--- src/sv/vaxcvt_pkg.sv ---
// ----------------------------------------------------------------------------
// vaxcvt_pkg: shared types and constants for the VAX / IEEE float converter
// Conversion mode codes, register map and exponent limits.
// ----------------------------------------------------------------------------
package vaxcvt_pkg;

  localparam int unsigned WORD_W     = 64;
  localparam int unsigned MODE_W     = 3;
  localparam int unsigned CFG_DATA_W = 32;
  localparam int unsigned CFG_ADDR_W = 2;

  typedef enum logic [MODE_W-1:0] {
    MODE_IEEE64_TO_G = 3'd0,
    MODE_G_TO_IEEE64 = 3'd1,
    MODE_D_TO_IEEE64 = 3'd2,
    MODE_IEEE32_TO_F = 3'd3,
    MODE_F_TO_IEEE32 = 3'd4
  } conv_mode_t;

  // register byte addresses
  localparam logic [CFG_ADDR_W-1:0] REG_CONVERSION_MODE = 2'd0;

  localparam logic [15:0] G_EXP_MASK    = 16'h7ff0;
  localparam logic [15:0] G_EXP_OVF     = 16'h7fe0;
  localparam logic [15:0] G_EXP_STEP    = 16'h0020;
  localparam logic [15:0] G_EXP_MIN     = 16'h0030;
  localparam logic [31:0] D_EXP_MASK    = 32'h7f800000;
  localparam logic [31:0] D_EXP_MIN     = 32'h01800000;
  localparam logic [31:0] D_EXP_STEP    = 32'h01000000;
  localparam logic [31:0] D_REBIAS      = 32'h38000000;
  localparam logic [7:0]  F_EXP_MAX     = 8'hfd;
  localparam logic [7:0]  F_EXP_MIN     = 8'h03;
  localparam logic [63:0] G_SATURATE    = 64'hff7fffffffffffff;
  localparam logic [31:0] F_SATURATE    = 32'hff7fffff;

  typedef struct packed {
    logic [MODE_W-1:0] mode;
  } conv_ctrl_t;

endpackage

--- src/sv/vaxcvt_core.sv ---
// ----------------------------------------------------------------------------
// vaxcvt_core: conversion datapath
// Exponent adjust, range checks and byte swaps for one word, combinational.
// ----------------------------------------------------------------------------
module vaxcvt_core (
  input  vaxcvt_pkg::conv_ctrl_t           ctrl,
  input  logic [vaxcvt_pkg::WORD_W-1:0]    src_word,
  output logic [vaxcvt_pkg::WORD_W-1:0]    dst_word
);

  logic [7:0]  b [8];
  logic [15:0] g_s;
  logic [15:0] g_s_adj;
  logic [15:0] gi_s;
  logic [15:0] gi_s_adj;
  logic [31:0] d_hi;
  logic [31:0] d_hi_sub;
  logic [31:0] d_hi_shr;
  logic [31:0] d_hi_out;
  logic [31:0] d_lo_raw;
  logic [31:0] d_lo_out;
  logic [7:0]  f_e;
  logic [7:0]  f_b0_inc;
  logic [7:0]  fi_e;
  logic [7:0]  fi_b1_dec;

  always_comb begin
    for (int i = 0; i < 8; i++) begin
      b[i] = src_word[63-8*i -: 8];
    end
  end

  always_comb begin
    g_s      = {b[0], b[1]};
    g_s_adj  = g_s + vaxcvt_pkg::G_EXP_STEP;
    gi_s     = {b[1], b[0]};
    gi_s_adj = gi_s - vaxcvt_pkg::G_EXP_STEP;

    // D: drop bias step, shift the mantissa down three, then rebias
    d_hi     = {b[1], b[0], b[3], b[2]};
    d_hi_sub = d_hi - vaxcvt_pkg::D_EXP_STEP;
    d_hi_shr = {d_hi_sub[31], 3'b000, d_hi_sub[30:3]};
    d_hi_out = d_hi_shr + vaxcvt_pkg::D_REBIAS;
    d_lo_raw = {b[5], b[4], b[7], b[6]};
    d_lo_out = {b[2][2:0], d_lo_raw[31:3]};

    f_e       = {b[4][6:0], b[5][7]};
    f_b0_inc  = b[4] + 8'd1;
    fi_e      = {b[5][6:0], b[4][7]};
    fi_b1_dec = b[5] - 8'd1;

    unique case (ctrl.mode)
      vaxcvt_pkg::MODE_IEEE64_TO_G: begin
        if ((g_s & vaxcvt_pkg::G_EXP_MASK) >= vaxcvt_pkg::G_EXP_OVF) begin
          dst_word = vaxcvt_pkg::G_SATURATE;
        end else begin
          dst_word = {g_s_adj[7:0], g_s_adj[15:8], b[3], b[2], b[5], b[4], b[7], b[6]};
        end
      end
      vaxcvt_pkg::MODE_G_TO_IEEE64: begin
        if ((gi_s & vaxcvt_pkg::G_EXP_MASK) < vaxcvt_pkg::G_EXP_MIN) begin
          dst_word = '0;
        end else begin
          dst_word = {gi_s_adj, b[3], b[2], b[5], b[4], b[7], b[6]};
        end
      end
      vaxcvt_pkg::MODE_D_TO_IEEE64: begin
        if ((d_hi & vaxcvt_pkg::D_EXP_MASK) < vaxcvt_pkg::D_EXP_MIN) begin
          dst_word = '0;
        end else begin
          dst_word = {d_hi_out, d_lo_out};
        end
      end
      vaxcvt_pkg::MODE_IEEE32_TO_F: begin
        if (f_e == 8'd0) begin
          dst_word = '0;
        end else if (f_e > vaxcvt_pkg::F_EXP_MAX) begin
          dst_word = {32'd0, vaxcvt_pkg::F_SATURATE};
        end else begin
          dst_word = {32'd0, b[5], f_b0_inc, b[7], b[6]};
        end
      end
      vaxcvt_pkg::MODE_F_TO_IEEE32: begin
        if (fi_e < vaxcvt_pkg::F_EXP_MIN) begin
          dst_word = '0;
        end else begin
          dst_word = {32'd0, fi_b1_dec, b[4], b[7], b[6]};
        end
      end
      default: begin
        // unused modes pass the word through
        dst_word = src_word;
      end
    endcase
  end

endmodule

--- src/sv/vax_ieee_float_converter_top.sv ---
// ----------------------------------------------------------------------------
// vax_ieee_float_converter_top: VAX / IEEE float word converter
// Converts one float word per beat between IEEE big-endian and VAX layouts.
// ----------------------------------------------------------------------------
// Usage:
//   Input channel in_valid / in_stall carries in_source_word and in_last_in;
//   result channel out_valid / out_stall carries out_converted_word and
//   out_last_out. A beat moves at a clock edge with valid high, stall low.
//   The APB port holds one register, conversion_mode, at byte address 0;
//   write it only while no word is in flight. pready is tied high.
//   From input beat to result beat the word is held in an input register,
//   converted by the datapath and caught in the result register. One word
//   is taken every cycle while results drain.
//   When the receiver stalls, the result register holds and the input
//   register still takes one more word; only then is in_stall raised.
//   Synchronous reset clears both valid flags and sets the mode to
//   IEEE double to VAX G.
// ----------------------------------------------------------------------------
module vax_ieee_float_converter_top (
  input  logic                                clk,
  input  logic                                rst_n,
  input  logic                                in_valid,
  output logic                                in_stall,
  input  logic [vaxcvt_pkg::WORD_W-1:0]       in_source_word,
  input  logic                                in_last_in,
  output logic                                out_valid,
  input  logic                                out_stall,
  output logic [vaxcvt_pkg::WORD_W-1:0]       out_converted_word,
  output logic                                out_last_out,
  input  logic                                psel,
  input  logic                                penable,
  input  logic                                pwrite,
  input  logic [vaxcvt_pkg::CFG_ADDR_W-1:0]   paddr,
  input  logic [vaxcvt_pkg::CFG_DATA_W-1:0]   pwdata,
  output logic [vaxcvt_pkg::CFG_DATA_W-1:0]   prdata,
  output logic                                pready
);

  logic [vaxcvt_pkg::MODE_W-1:0] mode_r;
  logic                          s1_valid_r;
  logic [vaxcvt_pkg::WORD_W-1:0] s1_word_r;
  logic                          s1_last_r;
  logic                          out_valid_r;
  logic [vaxcvt_pkg::WORD_W-1:0] out_word_r;
  logic                          out_last_r;
  logic [vaxcvt_pkg::WORD_W-1:0] conv_word;
  logic                          advance;
  logic                          in_accept;
  logic                          cfg_write;
  vaxcvt_pkg::conv_ctrl_t        ctrl;

  assign pready    = 1'b1;
  assign cfg_write = psel && penable && pwrite && pready;
  assign prdata    = (paddr == vaxcvt_pkg::REG_CONVERSION_MODE) ?
                     {{(vaxcvt_pkg::CFG_DATA_W-vaxcvt_pkg::MODE_W){1'b0}}, mode_r} : '0;

  always_ff @(posedge clk) begin
    if (!rst_n) begin
      mode_r <= vaxcvt_pkg::MODE_IEEE64_TO_G;
    end else if (cfg_write && paddr == vaxcvt_pkg::REG_CONVERSION_MODE) begin
      mode_r <= pwdata[vaxcvt_pkg::MODE_W-1:0];
    end
  end

  // move the held word on when the result register is free or draining
  assign advance   = s1_valid_r && (!out_valid_r || !out_stall);
  assign in_stall  = s1_valid_r && !advance;
  assign in_accept = in_valid && !in_stall;

  assign ctrl.mode = mode_r;

  vaxcvt_core u_core (
    .ctrl     (ctrl),
    .src_word (s1_word_r),
    .dst_word (conv_word)
  );

  always_ff @(posedge clk) begin
    if (!rst_n) begin
      s1_valid_r  <= 1'b0;
      out_valid_r <= 1'b0;
    end else begin
      if (in_accept) begin
        s1_valid_r <= 1'b1;
      end else if (advance) begin
        s1_valid_r <= 1'b0;
      end
      if (advance) begin
        out_valid_r <= 1'b1;
      end else if (!out_stall) begin
        out_valid_r <= 1'b0;
      end
    end
  end

  always_ff @(posedge clk) begin
    if (in_accept) begin
      s1_word_r <= in_source_word;
      s1_last_r <= in_last_in;
    end
    if (advance) begin
      out_word_r <= conv_word;
      out_last_r <= s1_last_r;
    end
  end

  assign out_valid          = out_valid_r;
  assign out_converted_word = out_word_r;
  assign out_last_out       = out_last_r;

  a_stall_needs_held_word: assert property (@(posedge clk) disable iff (!rst_n)
    in_stall |-> s1_valid_r)
    else $error("in_stall raised with empty input register");

  a_accept_fills_input: assert property (@(posedge clk) disable iff (!rst_n)
    in_valid && !in_stall |=> s1_valid_r)
    else $error("accepted word not held");

  a_blocked_word_kept: assert property (@(posedge clk) disable iff (!rst_n)
    s1_valid_r && out_valid_r && out_stall |=> s1_valid_r && out_valid_r)
    else $error("word lost while result stalled");

  a_result_drains: assert property (@(posedge clk) disable iff (!rst_n)
    out_valid_r && !out_stall && !s1_valid_r |=> !out_valid_r)
    else $error("result repeated after its beat");

endmodule

--- config.mk ---
export PLATFORM = sky130hd
export DESIGN_NAME = vax_ieee_float_converter_top
export DESIGN_NICKNAME = d
export VERILOG_FILES = /design/src/sv/vaxcvt_pkg.sv /design/src/sv/vaxcvt_core.sv /design/src/sv/vax_ieee_float_converter_top.sv
export SDC_FILE = /design/constraint.sdc
export NUM_CORES = 1
export LEC_CHECK = 0
export BUFFER_PORTS_ARGS = -buffer_cell sky130_fd_sc_hd__buf_4
export CORE_AREA = 2 2 134 136
export CTS_BUF_LIST = sky130_fd_sc_hd__clkbuf_16
export CTS_CLUSTER_DIAMETER = 40
export DETAILED_ROUTE_END_ITERATION = 8
export DIE_AREA = 0 0 136 138
export MAX_ROUTING_LAYER = met4
export PLACE_DENSITY = 0.68
export SYNTH_ARGS = -nofsm -noshare
export SYNTH_HDL_FRONTEND = slang
export SYNTH_HIERARCHICAL = 1
export SYNTH_SLANG_ARGS = --single-unit
--- constraint.sdc ---
create_clock -name clk -period 6.5 [get_ports clk]
set_input_delay 0.975 -clock clk [delete_from_list [all_inputs] [get_ports clk]]
set_output_delay 0.975 -clock clk [all_outputs]
set_load 0.1 [all_outputs]
==> summary.txt <==
Detailed routing
  – DRC viols: 0
  – Drt pass-1 iters: 6
  – Drt wl/cell: 17.98 µm
  – Initial DRC count: 721
  – Final ANT Viol Nets: 0
  – Via count: around 5.2k
  – Vias per cell: roughly 5.4
  – Final wirelength: 17.53 mm

Worst setup path
  – Critical-path top delay cell: nand3_1
  – Critical path, cell by cell: inv_1 > ha_1 > or3b_1 > o41ai_2 > nand3_1 > a22oi_1 > a21oi_1
  – Crit path buffers/inverters: 1
  – WP data required: 6.66 ns
  – CP arrival: 3.29 ns
  – Largest stage delay, worst path: 0.59 ns
  – Kind of cell adding the most delay to the critical path: simple AND/OR/NAND/NOR gates
  – Critical Path Fanout Max: 17
  – Crit start category: flop
  – Setup CP Type: reg2reg
  – CP endpoint kind: flop

Status
  – Outcome: completed

Placed design
  – Final GP Congestion: 0.9080
  – Pre-CTS WS: between 3 and 4 ns
  – Hpwl dp: 11.89 mm
  – PortBufs: 146

Synth
  – Post-synth EDFFs: 130
  – Synth Warn #: 6
  – Ys async rst share: 0
  – Seq cells post-synth: approximately 140
  – Post-Syn Area per Cell: 11.16 µm²
  – Cell variety after synth: 65
  – Seq/Total Area, Yosys: 0.5901
  – Most used flip-flop cell after synthesis: edfxtp_1
  – Post-Syn Instances: between 600 and 700
  – Synth Cell Area: 0.006785 mm²

Finish
  – Nets: 848
  – Number of antenna diodes: 0
  – Share of layout cells above drive strength 1: 0.2681
  – Area added between synthesis and finish: 25.32%

Clocking
  – Clock sink count: 135
  – Clock tree buffer depth: 2
  – Htree depth: 4
  – Clock Tree Root: clkbuf_16
  – CTS tree: done
  – CTS resizes: 0
  – Buffer count from post-CTS setup fixing: 0
  – Clk pin slew, worst setup/hold paths: 0.06 ns
  – CTS Buf Count: 17
  – Cts hold-fix bufs: 0
  – Worst-Skew Late Latency: roughly 0.43 ns

STA
  – Clk_skew: 0.01207 ns
  – Final Hold Slack: 0.4373 ns
  – RSZ-0062 raised after global routing: false
  – Setup violators final: 0
  – Fin crit share: 0.4821
  – Fmax: 319.1 MHz
  – Final worst slack: about 3.4 ns
  – Max Slew Vio Count: 0
  – Final hold violation count: 0
  – Max-slew headroom at the worst pin: 0.2735
  – Post-layout minimum cycle time: 3.133 ns
  – Actual slew at the worst max-slew pin: 1.090 ns
  – Setup tns final: 0 ns

Power and ir drop
  – Peak supply drop: 0.1891 mV
  – P per Cell Area: ~280 mW/mm²
  – Leak: 3.303 nW

Min path
  – Hold Crit Class: reg2reg

GRT
  – GR Overflow Total: 0
  – Vias in the first global route: 4,913
  – Global-route wire length before repair: 27.26 mm
  – Largest net degree at the start of global routing: 66
  – Initial antenna violation count: 0
  – Tot GR Track Use: 0.1969

Floorplan
  – I/O pin count: 206
  – Initial core utilization: 0.3870
  – Die H: between 100 and 150 µm
  – Die ar.: 0.01877 mm²
  – Die W: 136 µm
  – Core ar.: 0.01753 mm²
  – FP Rows: 49

Flow run
  – Maxcap violations: 0
[synthesized netlist by cell type, drive strengths merged (11+ instances only)]
cell | n | share of area
edfxtp | 130 | 0.58
nor2 | 74 | 0.041
a21oi | 54 | 0.040
nand2 | 45 | 0.025
buf | 44 | 0.048
clkbuf | 32 | 0.018
o21ai | 29 | 0.021
a22oi | 24 | 0.027
a31oi | 17 | 0.016
xnor2 | 14 | 0.018
inv | 13 | 0.0072
nor3 | 11 | 0.0089
[cells in the final DEF, fill, tap and decap left out, drive strengths merged, types with 4 or more instances in the layout]
| cell type | Yosys | layout |
|---|---|---|
| nor4 | 7 | 7 |
| inv | 13 | 19 |
| a222oi | 6 | 6 |
| dfxtp | 5 | 5 |
| o22ai | 5 | 5 |
| a22oi | 24 | 24 |
| conb | 2 | 30 |
| clkinv | 0 | 5 |
| edfxtp | 130 | 130 |
| nor3 | 11 | 11 |
| xor2 | 5 | 5 |
| nor2 | 74 | 74 |
| o21a | 6 | 6 |
| buf | 44 | 154 |
| o32a | 4 | 4 |
| o21ai | 29 | 29 |
| a31oi | 17 | 17 |
| nand3 | 6 | 6 |
| clkbuf | 32 | 17 |
| a221oi | 6 | 6 |
| o211ai | 4 | 4 |
| xnor2 | 14 | 14 |
| a21oi | 54 | 54 |
| nand2 | 45 | 45 |
| ha | 9 | 9 |
[final timing paths]
| kind | from | to | slack, ns | cells past startpoint |
|---|---|---|---|---|
| max | s1_word_r[53] | out_converted_word[31] | 3.37 | 7 |
| min reg2reg | s1_last_r | out_last_out | 0.44 | 0 |
| min | s1_last_r | out_last_out | 0.44 | 0 |
| max reg2reg | s1_word_r[53] | out_converted_word[31] | 3.37 | 7 |
[power breakdown]
group / switching, W / internal (W) / leakage (nW) / total (W)
Clock: 0.000369 / 0.000565 / 0.287 / 0.000935
Sequential: 0.0000432 / 0.00101 / 1.29 / 0.00106
Combinational: 0.000298 / 0.0000937 / 1.73 / 0.000392
[layer usage]
layer	vias up	track usage	wire (µm)
met5	-	-	0
met2	272	0.2904	8241
li1	2475	-	-
met3	33	0.04254	1279
met4	0	0.07237	403
met1	2464	0.2676	7607
[cell type report]
type / instances / area (µm²)
Clock buffer: 17 / 425.4
Sequential cell: 135 / 4004
Timing Repair Buffer: 154 / 1156
Tap cell: 229 / 286.5
Inverter: 13 / 48.80
Fill cell: 1610 / 9031
Multi-Input combinational cell: 412 / 2429
Clock inverter: 15 / 153.9
[sequential cells by signal, indices dropped and copies added, names as in the netlist]
name,flops
out_valid,1
s1_word_r,64
out_last_out,1
s1_last_r,1
out_converted_word,64
ctrl,3
s1_valid_r,1
[kinds of logic after synthesis]
logic type      Yosys count  synth area share
compound gates          180            0.1754
mux                       3          0.004426
flops                   135            0.5901
buf+inv                  89           0.07284
xor+xnor                 19           0.02453
simple gates            171            0.1151
other cells               2          0.001107
fa+ha+maj                 9           0.01660
[per-stage QoR]
step	area (µm²)	instances	power [W]	util
6_report	8503	975	0.002382	0.4849
5_1_grt	8503	975	0.002464	0.4849
4_1_cts	8503	975	0.002404	0.4849
3_5_place_dp	7924	943	0.001465	0.4519
3_3_place_gp	7924	943	0.001463	0.4519
2_1_floorplan	6890	636	0.001382	-
Power figures use the tool's default switching activity.
